<file path="config.mk">
export PLATFORM = sky130hd
export DESIGN_NAME = sip_stream_message_framer_top_flat
export DESIGN_NICKNAME = d
export VERILOG_FILES = /design/src/hw/rtl/smf_pkg.sv /design/src/hw/rtl/smf_stream_if.sv /design/src/hw/rtl/sip_stream_message_framer_top.sv /design/src/flat_wrapper.sv
export SDC_FILE = /design/constraint.sdc
export NUM_CORES = 1
export LEC_CHECK = 0
export BUFFER_PORTS_ARGS = -buffer_cell sky130_fd_sc_hd__buf_4
export CAP_MARGIN = 20
export CORE_MARGIN = 5
export CORE_UTILIZATION = 50
export DETAILED_ROUTE_END_ITERATION = 6
export GPL_ROUTABILITY_DRIVEN = 0
export PLACE_DENSITY = 0.72
export REMOVE_ABC_BUFFERS = 1
export SYNTH_ARGS = -nofsm -noshare
export SYNTH_HDL_FRONTEND = slang
export SYNTH_SLANG_ARGS = --single-unit
</file>
<file path="constraint.sdc">
create_clock -name clk_i -period 5.3 [get_ports clk_i]
set_input_delay 1.06 -clock clk_i [delete_from_list [all_inputs] [get_ports clk_i]]
set_output_delay 1.06 -clock clk_i [all_outputs]
set_load 0.01 [all_outputs]
</file>
<file path="src/hw/rtl/smf_pkg.sv">
package smf_pkg;

  typedef enum logic [1:0] {
    FR_LINE     = 2'd0,
    FR_AFTER_LF = 2'd1,
    FR_BODY     = 2'd2
  } frame_phase_e;

  typedef enum logic [2:0] {
    VP_NAME       = 3'd0,
    VP_PRE_COLON  = 3'd1,
    VP_POST_COLON = 3'd2,
    VP_DIGITS     = 3'd3,
    VP_SKIP       = 3'd4
  } value_phase_e;

  // Candidate bits: bit 0 is the long form, bit 1 the short form.
  localparam logic [1:0] CAND_NONE  = 2'b00;
  localparam logic [1:0] CAND_LONG  = 2'b01;
  localparam logic [1:0] CAND_SHORT = 2'b10;
  localparam logic [1:0] CAND_BOTH  = 2'b11;

  localparam logic [7:0] CHR_LF    = 8'h0A;
  localparam logic [7:0] CHR_CR    = 8'h0D;
  localparam logic [7:0] CHR_TAB   = 8'h09;
  localparam logic [7:0] CHR_VT    = 8'h0B;
  localparam logic [7:0] CHR_FF    = 8'h0C;
  localparam logic [7:0] CHR_SPACE = 8'h20;
  localparam logic [7:0] CHR_PLUS  = 8'h2B;
  localparam logic [7:0] CHR_MINUS = 8'h2D;
  localparam logic [7:0] CHR_COLON = 8'h3A;
  localparam logic [7:0] CHR_ZERO  = 8'h30;
  localparam logic [7:0] CHR_NINE  = 8'h39;
  localparam logic [7:0] CHR_UP_A  = 8'h41;
  localparam logic [7:0] CHR_UP_Z  = 8'h5A;
  localparam logic [7:0] CHR_SHORT = 8'h6C;

  localparam logic [3:0] LONG_NAME_LEN = 4'd14;

  // Lower-case spelling of the long header name, one character per position.
  function automatic logic [7:0] long_name_char(input logic [3:0] pos);
    logic [7:0] ch;
    unique case (pos)
      4'd0:    ch = 8'h63; // c
      4'd1:    ch = 8'h6F; // o
      4'd2:    ch = 8'h6E; // n
      4'd3:    ch = 8'h74; // t
      4'd4:    ch = 8'h65; // e
      4'd5:    ch = 8'h6E; // n
      4'd6:    ch = 8'h74; // t
      4'd7:    ch = 8'h2D; // -
      4'd8:    ch = 8'h6C; // l
      4'd9:    ch = 8'h65; // e
      4'd10:   ch = 8'h6E; // n
      4'd11:   ch = 8'h67; // g
      4'd12:   ch = 8'h74; // t
      4'd13:   ch = 8'h68; // h
      default: ch = 8'h00;
    endcase
    return ch;
  endfunction

  function automatic logic [7:0] to_lower(input logic [7:0] ch);
    logic [7:0] res;
    if (ch >= CHR_UP_A && ch <= CHR_UP_Z) begin
      res = ch + 8'd32;
    end else begin
      res = ch;
    end
    return res;
  endfunction

endpackage

</file>
<file path="src/hw/rtl/smf_stream_if.sv">
interface smf_in_if;
  logic       valid;
  logic       ready;
  logic [7:0] stream_byte;

  modport source (output valid, output stream_byte, input ready);
  modport sink (input valid, input stream_byte, output ready);
endinterface

interface smf_out_if;
  logic        valid;
  logic        ready;
  logic [7:0]  out_byte;
  logic        in_body;
  logic        message_end;
  logic [15:0] body_length;

  modport source (output valid, output out_byte, output in_body, output message_end,
                  output body_length, input ready);
  modport sink (input valid, input out_byte, input in_body, input message_end,
                input body_length, output ready);
endinterface

</file>
<file path="src/hw/rtl/sip_stream_message_framer_top.sv">
// Byte stream framer for SIP-style messages. Every accepted byte comes out once, registered,
// tagged as header or body; the header ends at a second line feed (carriage returns
// may sit between the two), and the body length comes from the first Content-Length value,
// else the first short-form "l" value, else zero, saturating at 2^LENGTH_WIDTH - 1.
// message_end marks the final byte of each message, after which the framer starts over.
// The block takes one byte per clock cycle while the output is read: the name matcher, the
// digit accumulator and the body counter are combinational ahead of the result register, and a new
// byte is accepted whenever the result register is empty or is being read in that cycle.
module sip_stream_message_framer_top
  import smf_pkg::*;
#(
  parameter int LENGTH_WIDTH = 16
) (
  input  logic      clk_i,
  input  logic      rst_ni,
  smf_in_if.sink    in_i,
  smf_out_if.source out_o
);

  localparam int LW = LENGTH_WIDTH;

  frame_phase_e      frame_q, frame_d;
  logic [3:0]        pos_q, pos_d;
  logic [1:0]        cand_q, cand_d;
  value_phase_e      vp_q, vp_d;
  logic              neg_q, neg_d;
  logic [LW-1:0]     lval_q, lval_d;
  logic              lfound_q, lfound_d;
  logic              lneg_q, lneg_d;
  logic [LW-1:0]     sval_q, sval_d;
  logic              sfound_q, sfound_d;
  logic              sneg_q, sneg_d;
  logic [LW-1:0]     cnt_q, cnt_d;
  logic [LW-1:0]     msglen_q, msglen_d;

  // Next values produced by the header matcher.
  logic [3:0]        m_pos;
  logic [1:0]        m_cand;
  value_phase_e      m_vp;
  logic              m_neg;
  logic [LW-1:0]     m_lval, m_sval;
  logic              m_lfound, m_lneg, m_sfound, m_sneg;

  logic [7:0]        b;
  logic [7:0]        lc;
  logic              is_digit;
  logic              long_sel;
  logic [LW-1:0]     acc_in;
  logic [LW+3:0]     acc_sum;
  logic [LW-1:0]     acc_sat;

  logic              accept;
  logic              hdr_end;
  logic [LW-1:0]     len;
  logic [LW-1:0]     cnt_dec;
  logic              body_end;

  logic              res_body, res_end;
  logic [LW-1:0]     res_len;
  logic [LW+15:0]    res_len_ext;

  logic              out_valid_q;
  logic [7:0]        out_byte_q;
  logic              out_body_q;
  logic              out_end_q;
  logic [15:0]       out_len_q;

  assign b        = in_i.stream_byte;
  assign lc       = to_lower(b);
  assign is_digit = (b >= CHR_ZERO) && (b <= CHR_NINE);
  assign long_sel = (cand_q == CAND_LONG);

  assign in_i.ready = !out_valid_q || out_o.ready;
  assign accept     = in_i.valid && in_i.ready;

  // Decimal accumulator: value * 10 + digit, clamped to the all-ones length.
  assign acc_in  = long_sel ? lval_q : sval_q;
  assign acc_sum = {1'b0, acc_in, 3'b000} + {3'b000, acc_in, 1'b0}
                 + {{LW{1'b0}}, b[3:0]};
  assign acc_sat = (acc_sum[LW+3:LW] != 4'd0) ? {LW{1'b1}} : acc_sum[LW-1:0];

  always_comb begin
    m_pos    = pos_q;
    m_cand   = cand_q;
    m_vp     = vp_q;
    m_neg    = neg_q;
    m_lval   = lval_q;
    m_lfound = lfound_q;
    m_lneg   = lneg_q;
    m_sval   = sval_q;
    m_sfound = sfound_q;
    m_sneg   = sneg_q;
    if (b == CHR_LF) begin
      // A line feed closes any value in progress and arms matching for the next line.
      if (vp_q == VP_DIGITS && neg_q) begin
        if (cand_q == CAND_LONG && lval_q != '0) m_lneg = 1'b1;
        if (cand_q == CAND_SHORT && sval_q != '0) m_sneg = 1'b1;
      end
      m_pos  = 4'd0;
      m_cand = CAND_BOTH;
      m_vp   = VP_NAME;
      m_neg  = 1'b0;
    end else begin
      unique case (vp_q)
        VP_NAME: begin
          if (cand_q != CAND_NONE) begin
            if (pos_q == 4'd0) begin
              if (lc == CHR_SHORT && cand_q[1]) begin
                m_cand = CAND_SHORT;
                m_vp   = VP_PRE_COLON;
              end else if (lc == long_name_char(4'd0) && cand_q[0]) begin
                m_cand = CAND_LONG;
                m_pos  = 4'd1;
              end else begin
                m_cand = CAND_NONE;
              end
            end else if (pos_q < LONG_NAME_LEN && lc == long_name_char(pos_q)) begin
              m_pos = pos_q + 4'd1;
              if (pos_q + 4'd1 == LONG_NAME_LEN) m_vp = VP_PRE_COLON;
            end else begin
              m_cand = CAND_NONE;
            end
          end
        end
        VP_PRE_COLON: begin
          if (b == CHR_SPACE || b == CHR_TAB) begin
            m_vp = VP_PRE_COLON;
          end else if (b == CHR_COLON) begin
            // Only the first occurrence of each form is taken.
            if (long_sel ? lfound_q : sfound_q) begin
              m_vp = VP_SKIP;
            end else begin
              if (long_sel) begin
                m_lfound = 1'b1;
                m_lval   = '0;
              end else begin
                m_sfound = 1'b1;
                m_sval   = '0;
              end
              m_neg = 1'b0;
              m_vp  = VP_POST_COLON;
            end
          end else begin
            m_cand = CAND_NONE;
            m_vp   = VP_NAME;
          end
        end
        VP_POST_COLON: begin
          if (b == CHR_SPACE || b == CHR_TAB || b == CHR_CR || b == CHR_VT
              || b == CHR_FF) begin
            m_vp = VP_POST_COLON;
          end else if (b == CHR_PLUS) begin
            m_vp = VP_DIGITS;
          end else if (b == CHR_MINUS) begin
            m_neg = 1'b1;
            m_vp  = VP_DIGITS;
          end else if (is_digit) begin
            if (long_sel) m_lval = acc_sat;
            else m_sval = acc_sat;
            m_vp = VP_DIGITS;
          end else begin
            m_vp = VP_SKIP;
          end
        end
        VP_DIGITS: begin
          if (is_digit) begin
            if (long_sel) m_lval = acc_sat;
            else m_sval = acc_sat;
          end else begin
            if (neg_q) begin
              if (cand_q == CAND_LONG && lval_q != '0) m_lneg = 1'b1;
              if (cand_q == CAND_SHORT && sval_q != '0) m_sneg = 1'b1;
            end
            m_vp = VP_SKIP;
          end
        end
        default: begin
          m_vp = vp_q;
        end
      endcase
    end
  end

  assign hdr_end = (frame_q == FR_AFTER_LF) && (b == CHR_LF);
  assign len     = (m_lfound && !m_lneg) ? m_lval
                 : (m_sfound && !m_sneg) ? m_sval : '0;
  assign cnt_dec  = cnt_q - {{(LW-1){1'b0}}, (cnt_q != '0)};
  assign body_end = (cnt_dec == '0);

  // Next-state logic of the frame sequencer.
  always_comb begin
    frame_d  = frame_q;
    pos_d    = pos_q;
    cand_d   = cand_q;
    vp_d     = vp_q;
    neg_d    = neg_q;
    lval_d   = lval_q;
    lfound_d = lfound_q;
    lneg_d   = lneg_q;
    sval_d   = sval_q;
    sfound_d = sfound_q;
    sneg_d   = sneg_q;
    cnt_d    = cnt_q;
    msglen_d = msglen_q;
    if (frame_q == FR_BODY) begin
      cnt_d = cnt_dec;
    end else begin
      pos_d    = m_pos;
      cand_d   = m_cand;
      vp_d     = m_vp;
      neg_d    = m_neg;
      lval_d   = m_lval;
      lfound_d = m_lfound;
      lneg_d   = m_lneg;
      sval_d   = m_sval;
      sfound_d = m_sfound;
      sneg_d   = m_sneg;
      if (hdr_end) begin
        frame_d  = FR_BODY;
        msglen_d = len;
        cnt_d    = len;
      end else if (b == CHR_LF) begin
        frame_d = FR_AFTER_LF;
      end else if (b != CHR_CR) begin
        frame_d = FR_LINE;
      end
    end
    // The last byte of a message returns the whole framer to its reset state.
    if (res_end) begin
      frame_d  = FR_LINE;
      pos_d    = 4'd0;
      cand_d   = CAND_NONE;
      vp_d     = VP_NAME;
      neg_d    = 1'b0;
      lval_d   = '0;
      lfound_d = 1'b0;
      lneg_d   = 1'b0;
      sval_d   = '0;
      sfound_d = 1'b0;
      sneg_d   = 1'b0;
      cnt_d    = '0;
      msglen_d = '0;
    end
  end

  // Result of the current byte.
  always_comb begin
    unique case (frame_q)
      FR_BODY: begin
        res_body = 1'b1;
        res_end  = body_end;
        res_len  = msglen_q;
      end
      FR_LINE, FR_AFTER_LF: begin
        res_body = 1'b0;
        res_end  = hdr_end && (len == '0);
        res_len  = hdr_end ? len : '0;
      end
      default: begin
        res_body = 1'b0;
        res_end  = 1'b0;
        res_len  = '0;
      end
    endcase
  end

  assign res_len_ext = {16'd0, res_len};

  always_ff @(posedge clk_i or negedge rst_ni) begin
    if (!rst_ni) begin
      frame_q  <= FR_LINE;
      pos_q    <= 4'd0;
      cand_q   <= CAND_NONE;
      vp_q     <= VP_NAME;
      neg_q    <= 1'b0;
      lval_q   <= '0;
      lfound_q <= 1'b0;
      lneg_q   <= 1'b0;
      sval_q   <= '0;
      sfound_q <= 1'b0;
      sneg_q   <= 1'b0;
      cnt_q    <= '0;
      msglen_q <= '0;
    end else if (accept) begin
      frame_q  <= frame_d;
      pos_q    <= pos_d;
      cand_q   <= cand_d;
      vp_q     <= vp_d;
      neg_q    <= neg_d;
      lval_q   <= lval_d;
      lfound_q <= lfound_d;
      lneg_q   <= lneg_d;
      sval_q   <= sval_d;
      sfound_q <= sfound_d;
      sneg_q   <= sneg_d;
      cnt_q    <= cnt_d;
      msglen_q <= msglen_d;
    end
  end

  always_ff @(posedge clk_i or negedge rst_ni) begin
    if (!rst_ni) begin
      out_valid_q <= 1'b0;
    end else if (accept) begin
      out_valid_q <= 1'b1;
    end else if (out_o.ready) begin
      out_valid_q <= 1'b0;
    end
  end

  always_ff @(posedge clk_i) begin
    if (accept) begin
      out_byte_q <= b;
      out_body_q <= res_body;
      out_end_q  <= res_end;
      out_len_q  <= res_len_ext[15:0];
    end
  end

  assign out_o.valid       = out_valid_q;
  assign out_o.out_byte    = out_byte_q;
  assign out_o.in_body     = out_body_q;
  assign out_o.message_end = out_end_q;
  assign out_o.body_length = out_len_q;

endmodule
</file>
<file path="src/flat_wrapper.sv">
// flat-port wrapper written by rule: the top's interface ports become plain ports
module sip_stream_message_framer_top_flat import smf_pkg::*;
#(
  parameter int LENGTH_WIDTH = 16
)
  (clk_i, rst_ni, in_i_valid, in_i_stream_byte, in_i_ready, out_o_valid, out_o_out_byte, out_o_in_body, out_o_message_end, out_o_body_length, out_o_ready);
  smf_in_if in_i_i ();
  smf_out_if out_o_i ();
  input  logic clk_i;
  input  logic rst_ni;
  input wire logic [$bits(in_i_i.valid)-1:0] in_i_valid;
  input wire logic [$bits(in_i_i.stream_byte)-1:0] in_i_stream_byte;
  output wire logic [$bits(in_i_i.ready)-1:0] in_i_ready;
  output wire logic [$bits(out_o_i.valid)-1:0] out_o_valid;
  output wire logic [$bits(out_o_i.out_byte)-1:0] out_o_out_byte;
  output wire logic [$bits(out_o_i.in_body)-1:0] out_o_in_body;
  output wire logic [$bits(out_o_i.message_end)-1:0] out_o_message_end;
  output wire logic [$bits(out_o_i.body_length)-1:0] out_o_body_length;
  input wire logic [$bits(out_o_i.ready)-1:0] out_o_ready;
  assign in_i_i.valid = in_i_valid;
  assign in_i_i.stream_byte = in_i_stream_byte;
  assign in_i_ready = in_i_i.ready;
  assign out_o_valid = out_o_i.valid;
  assign out_o_out_byte = out_o_i.out_byte;
  assign out_o_in_body = out_o_i.in_body;
  assign out_o_message_end = out_o_i.message_end;
  assign out_o_body_length = out_o_i.body_length;
  assign out_o_i.ready = out_o_ready;
  sip_stream_message_framer_top #(.LENGTH_WIDTH(LENGTH_WIDTH)) u_core (.clk_i(clk_i), .rst_ni(rst_ni), .in_i(in_i_i), .out_o(out_o_i));
endmodule
</file>
Word-level counts from Yosys, hierarchy flattened
Memory sizes are Yosys's and may differ from the RTL's. Index checks and enable logic that the tools add are counted.

Bits in registers: 107. Memory bits (read-only): 112. Bits of input ports: 12. Output and inout bits: 28. Word-level logic and storage cells: 247. Memories: 1.

Add/subtract/negate cells: 5. Magnitude comparators: 5. Equality and inequality tests: 37. Multiplexer cells: 131. Reductions and logical operators: 50.

Memories: (no name shown) (depth 16, bits a word 7, rd ports 1, clocked after Yosys merged registers in 0, wr ports 0, RTL line smf_pkg.sv:43) `unique case (pos)`.

Operators by type and width (count): 16-bit 2-to-1 mux (34); 16-bit one-hot mux with 3 select lines (2); 3-bit 2-to-1 mux (16); 16-bit nonzero test (3); 1-bit 2-to-1 mux (46); 8-bit by 4-bit == test with 1-bit output (second input constant) (5); 8-bit 2-to-1 mux (5); 4-bit 2-to-1 mux (9); 8-bit by 6-bit == test with 1-bit output (second input constant) (4); 16-bit logical NOT (2); 16-bit one-hot mux with 2 select lines (1); 2-bit 2-to-1 mux (14); 4-bit by 3-bit inequality test with 1-bit output (second input constant) (7); 19-bit by 17-bit adder with 20-bit output (1); 20-bit by 4-bit adder with 20-bit output (1); 4-bit nonzero test (5); 8-bit by 7-bit == test with 1-bit output (second input constant) (2); 16-bit by 1-bit subtractor with 16-bit output (1); 7-bit AND reduction (2); 1-bit logical AND (13); 4-bit by 1-bit inequality test with 1-bit output (second input constant) (3); 3-bit one-hot mux with 4 select lines (1); 5-bit by 1-bit inequality test with 1-bit output (second input constant) (2); 9-bit AND reduction (1); 32 further kinds (48).

Longest topological paths before layout
Depth after elaboration: 20. Gate-level depth with buffers: 22. Mapped depth without buffers: 18.

Worst setup path before layout
Ideal clock, no wire load.

Path kind: input -> register. Start: input port in_i_stream_byte[3]. End: register u_core.sval_q[11]. Library setup time: 0.121 ns. Arrival: 5.534 ns. Data required time: 5.179 ns. Setup slack: -0.355 ns. Stages on the path: 17. Path buffers: 3. Cell sequence: clkbuf_1 inv_1 fa_1 fa_1 nand2b_1 a21oi_1 o21ai_0 a31oi_1 or3b_1 or3_1 buf_2 or3_1 a211oi_4 a41oi_2 a21o_1 buf_6 a22o_1.

Word-level cells in the longest chain between the ends: 17. Elaborated cells on any way between the ends: 65. Classes of those cells: add/sub (1); order compare (2); eq/ne (10); mux (38); reduce/logical (14).

RTL lines: start: declaration (RTL line flat_wrapper.sv:12) `input wire logic [$bits(in_i_i.stream_byte)-1:0] in_i_stream_byte;`; 20-bit by 4-bit adder with 20-bit output (RTL line sip_stream_message_framer_top.sv:79) `+ {{LW{1'b0}}, b[3:0]};`; 4-bit nonzero test (RTL line sip_stream_message_framer_top.sv:80) `assign acc_sat = (acc_sum[LW+3:LW] != 4'd0) ? {LW{1'b1}} : acc_sum[LW-1:0];`; 16-bit 2-to-1 mux (RTL line sip_stream_message_framer_top.sv:80); 16-bit 2-to-1 mux (RTL line sip_stream_message_framer_top.sv:158, sip_stream_message_framer_top.sv:167); 16-bit 2-to-1 mux (RTL line sip_stream_message_framer_top.sv:157) `end else if (is_digit) begin`; 16-bit 2-to-1 mux (RTL line sip_stream_message_framer_top.sv:154) `end else if (b == CHR_MINUS) begin`; 16-bit 2-to-1 mux (RTL line sip_stream_message_framer_top.sv:152) `end else if (b == CHR_PLUS) begin`; 16-bit 2-to-1 mux (RTL line sip_stream_message_framer_top.sv:149) `if (b == CHR_SPACE || b == CHR_TAB || b == CHR_CR || b == CHR_VT`; 16-bit one-hot mux with 3 select lines (RTL line sip_stream_message_framer_top.sv:104) `unique case (vp_q)`; 16-bit 2-to-1 mux (RTL line sip_stream_message_framer_top.sv:93) `if (b == CHR_LF) begin`; 16-bit 2-to-1 mux (RTL line sip_stream_message_framer_top.sv:186) `: (m_sfound && !m_sneg) ? m_sval : '0;`; 16-bit 2-to-1 mux (RTL line sip_stream_message_framer_top.sv:185) `assign len = (m_lfound && !m_lneg) ? m_lval`; 16-bit logical NOT (RTL line sip_stream_message_framer_top.sv:256) `res_end = hdr_end && (len == '0);`; 1-bit logical AND (RTL line sip_stream_message_framer_top.sv:256); 1-bit one-hot mux with 2 select lines (RTL line sip_stream_message_framer_top.sv:248) `unique case (frame_q)`; 2-bit by 1-bit inequality test with 1-bit output (no source line); 2-bit AND reduction (no source line); end signal: assignment (RTL line sip_stream_message_framer_top.sv:293) `sval_q <= sval_d;`; end: declaration (RTL line sip_stream_message_framer_top.sv:30) `logic [LW-1:0] sval_q, sval_d;`.

Parallel ways exist; a longest one is shown, timed or not. The select of a mux whose other input is x is not followed. A chain may end at the register's enable or synchronous reset.

Worst setup path after layout
Start: register u_core.cand_q[0]. End: register u_core.sval_q[13].

Word-level cells in the longest chain between the ends: 20. Elaborated cells on any way between the ends: 69. Classes of those cells: add/sub (2); eq/ne (3); mux (54); reduce/logical (10).

RTL lines: start: declaration (RTL line sip_stream_message_framer_top.sv:24) `logic [1:0] cand_q, cand_d;`; start signal: assignment (RTL line sip_stream_message_framer_top.sv:287) `cand_q <= cand_d;`; 2-bit by 1-bit == test with 1-bit output (RTL line sip_stream_message_framer_top.sv:71, sip_stream_message_framer_top.sv:96, sip_stream_message_framer_top.sv:171); 16-bit 2-to-1 mux (RTL line sip_stream_message_framer_top.sv:77) `assign acc_in = long_sel ? lval_q : sval_q;`; 19-bit by 17-bit adder with 20-bit output (RTL line sip_stream_message_framer_top.sv:78) `assign acc_sum = {1'b0, acc_in, 3'b000} + {3'b000, acc_in, 1'b0}`; 20-bit by 4-bit adder with 20-bit output (RTL line sip_stream_message_framer_top.sv:79); 4-bit nonzero test (RTL line sip_stream_message_framer_top.sv:80); 16-bit 2-to-1 mux (RTL line sip_stream_message_framer_top.sv:80); 16-bit 2-to-1 mux (RTL line sip_stream_message_framer_top.sv:158, sip_stream_message_framer_top.sv:167); 16-bit 2-to-1 mux (RTL line sip_stream_message_framer_top.sv:157); (+4 left out); 16-bit 2-to-1 mux (RTL line sip_stream_message_framer_top.sv:93); 16-bit 2-to-1 mux (RTL line sip_stream_message_framer_top.sv:186); 16-bit 2-to-1 mux (RTL line sip_stream_message_framer_top.sv:185); 16-bit logical NOT (RTL line sip_stream_message_framer_top.sv:256); 1-bit logical AND (RTL line sip_stream_message_framer_top.sv:256); 1-bit one-hot mux with 2 select lines (RTL line sip_stream_message_framer_top.sv:248); 2-bit by 1-bit inequality test with 1-bit output (no source line); 2-bit AND reduction (no source line).

Parallel ways exist; a longest one is shown, timed or not. The select of a mux whose other input is x is not followed.

==> out/metrics.cfg <==
[sta]
tightest_slew_ns = 0.874
setup_viol = 0
fmax_mhz = 198
min_period_over_period_pct = 95.1
fin_crit_ns = 5.04
timing.final.max_slew_violations = 0
skew_ns = 0.0153
fin_ws_ns = 0.259
hold_viol_final = 0
rsz0062_at_grt = false
timing.slew.headroom_pct = 41.5

[synthesis]
synth_area_um2 = 8140
synth_top_area_cell = dfrtp_1
yosys.area_share.simple_pct = 24.2
yosysWarnings = 0
ys_ff_latch = 107
syn_area_per_cell_um2 = 8.11
synth_top_family_by_area = compound AO/OA/AOI/OAI gates
yosysTopAreaCellShare_pct = 24.9
synth-edff-count = 26
syn_inst = 1004
async_flop_share_pct = 75.7
synth_compound_area_share_pct = 26.3
synth_top_cells_by_area = dfrtp_1 25%, edfxtp_1 9.6%, o21ai_0 7.0%
ys_seq_area_share_pct = 34.5
synth_cell_type_count = 81
synth_fa_ha_area_share_pct = 6.95
synth-xor-area-share_pct = 2.47
synthMuxAreaShare_pct = 0.907
synth-main-ff-cell = dfrtp_1

[drt]
ant_nets = 0
drtPass1Iterations = 5
wl_um = 25700
top_layer = met4
met3_length_um = 2520
viasPerCell = 6.50
wl_met1_um = 10800
vias = 8396
drt_iter0_drc = 1075
wl_per_cell_um = 19.9
drc = 0
met2_length_um = 11400

[clocking]
clockBufferDepth = 2
insertion_delay_ns = 0.36
root_buffer = clkbuf_16
cts_hold_buf = 0
cts_tree = done
htree_levels = 3
clk_pin_slew_ns = 0.07
cts_buffers = 9
clock-sinks = 107

[setup_path]
path_delay_family = simple AND/OR/NAND/NOR gates
path_cells = buf_4, nand2b_2, nand2_1, nand2_1, inv_1, fa_1, fa_1, nand2b_1, a21oi_2, o21ai_0, a31oi_1, or3b_1, or3_4, or3_4, a211oi_4, a41oi_2, buf_6, a21o_1, a32o_1
max_stage_delay_ns = 0.49
slowest_stage = fa_1
r2r_cells = 19
cp-start-kind = register
cp-end-kind = register
arrival_ns = 5.28
crit_buf_inv = 3
criticalPathCategory = reg -> reg
r2r-end = u_core.sval_q[13]
crit_fanout = 10
crit_required_ns = 5.54
r2r-start = u_core.cand_q[0]
reg2reg_slack_ns = 0.26

[pwr]
ir_drop_mv = 0.155
leakage_nw = 4.01
power.density_nw_per_um2 = 231

[floorplanning]
coreArea_um2 = 15900
placementRows = 46
die_y_um = 138
die_w_um = 138
num_io_pins = 40
dieArea_um2 = 18900
start_util_pct = 51.1

[cells_and_area]
final_common_cell = nand2_1
layout-drive-gt1-share_pct = 14.6
fin_cells = 1291
diodes = 0
final_cell_mix = 147 x nand2_1, 112 x buf_4, 111 x o21ai_0
utilization_pct = 58.8
final_area_um2 = 9370
syn_to_final_growth_pct = 15.1
nNetsFinal = 1126

[placement]
placed_cell_area_um2 = 9020
place.detailed.hpwl_um = 18900
numPortBuffers = 39
place_inst = 1274
pre_cts_ws_ns = -0.136

[status]
status = completed

[worst_hold_path]
worstHoldStart = u_core.msglen_q[3]
hold_depth = 2
min_path_type = reg -> reg
min_to = u_core.msglen_q[3]

[run]
cap_violations = 0

[global_routing]
grt_max_degree = 57
grt_pass1_wl_um = 40600
antenna_found_initial = 0
grt_overflow = 0
grt_pass1_vias = 7630
track_usage_pct = 27.4

## repair_timing
action,in CTS,in global routing
setup endpoints to repair,0,49
setup buffers,0,1
gates resized for setup,0,11
## per-layer routing
metal,global-route usage (%),vias to the layer above
met4,10.2,0
met5,0,-
met1,38.2,3950
met3,4.78,89
li1,-,3843
met2,42.7,514
## Yosys cell counts, types with 11 or more instances
library cell / instances
clkbuf_1: 43
nand2b_1: 22
inv_1: 33
edfxtp_1: 26
a21oi_1: 62
o21ai_0: 114
nand2_1: 147
nand3_1: 30
ha_1: 42
dfrtp_1: 81
nand4_1: 11
xnor2_1: 16
nor4_1: 16
a21o_1: 11
nor3_1: 28
and3_1: 12
o2bb2ai_1: 14
nor2_1: 87
a32o_1: 14
o211ai_1: 13
## worst reg2reg max path, cell delays in order, from the launching register on
cell and delay (ns):
dfrtp_1 0.40, buf_4 0.14, nand2b_2 0.16, nand2_1 0.08, nand2_1 0.16, inv_1 0.07, fa_1 0.49, fa_1 0.46
nand2b_1 0.19, a21oi_2 0.15, o21ai_0 0.13, a31oi_1 0.21, or3b_1 0.38, or3_4 0.44, or3_4 0.42, a211oi_4 0.23
a41oi_2 0.22, buf_6 0.21, a21o_1 0.17, a32o_1 0.20
## where the power goes
group	switching (W)	total [W]	leakage (nW)	internal [W]
logic	0.000350	0.000553	2.51	0.000203
registers	0.0000341	0.000905	1.35	0.000871
clock network	0.000326	0.000710	0.151	0.000385
total	0.000710	0.00217	4.01	0.00146
## area by class of cell
class / count / area [µm²]
sequential: 107 / 2810
clock inverter: 6 / 76.3
timing repair buffer: 114 / 872
fill: 1491 / 6570
tap: 216 / 270
clock buffer: 10 / 239
inverter: 33 / 124
multi-input combinational: 805 / 4980
## worst max path at each step
| stage | from | endpoint | slack (ns) | cells past startpoint |
|---|---|---|---|---|
| after global placement | in_i_stream_byte[3] | u_core.sval_q[11] | -0.09 | 15 |
| after floorplan | u_core.cand_q[0] | u_core.sval_q[10] | -0.90 | 15 |
| after global routing | u_core.cand_q[1] | u_core.sval_q[13] | 0.02 | 18 |
| after detailed placement | in_i_stream_byte[3] | u_core.sval_q[11] | -0.14 | 15 |
| final | u_core.cand_q[0] | u_core.sval_q[13] | 0.26 | 19 |
| after CTS | u_core.cand_q[1] | u_core.sval_q[10] | 0.06 | 17 |
## sequential cells by signal, indices dropped and copies added, names as in the netlist, 3 cells and up
name and cells:
u_core.cnt_q 16, u_core.lval_q 16, u_core.msglen_q 16, u_core.out_o.body_length 16, u_core.sval_q 16, u_core.out_o.out_byte 8
u_core.pos_q 4, u_core.vp_q 3
## per-stage QoR
stage	hold slack, ns	power, W	TNS, ns
2_1_floorplan	0.450	0.00123	-37.51
3_3_place_gp	0.461	0.00145	-0.778
3_5_place_dp	0.471	0.00145	-1.84
4_1_cts	0.487	0.00215	0
5_1_grt	0.514	0.00226	0
6_report	0.485	0.00217	0
## cell families (layout without fill, tap and decap cells)
kind of cell               count (synthesis)  count (layout)
DFF                                      107             107
muxes                                      7               7
AOI/OAI and AO/OA                        321             321
and+or+nand+nor                          410             410
buffers and inverters                     92             163
adders and majority gates                 44              44
xor gates and xnor gates                  23              23
Power figures use the tool's default switching activity.
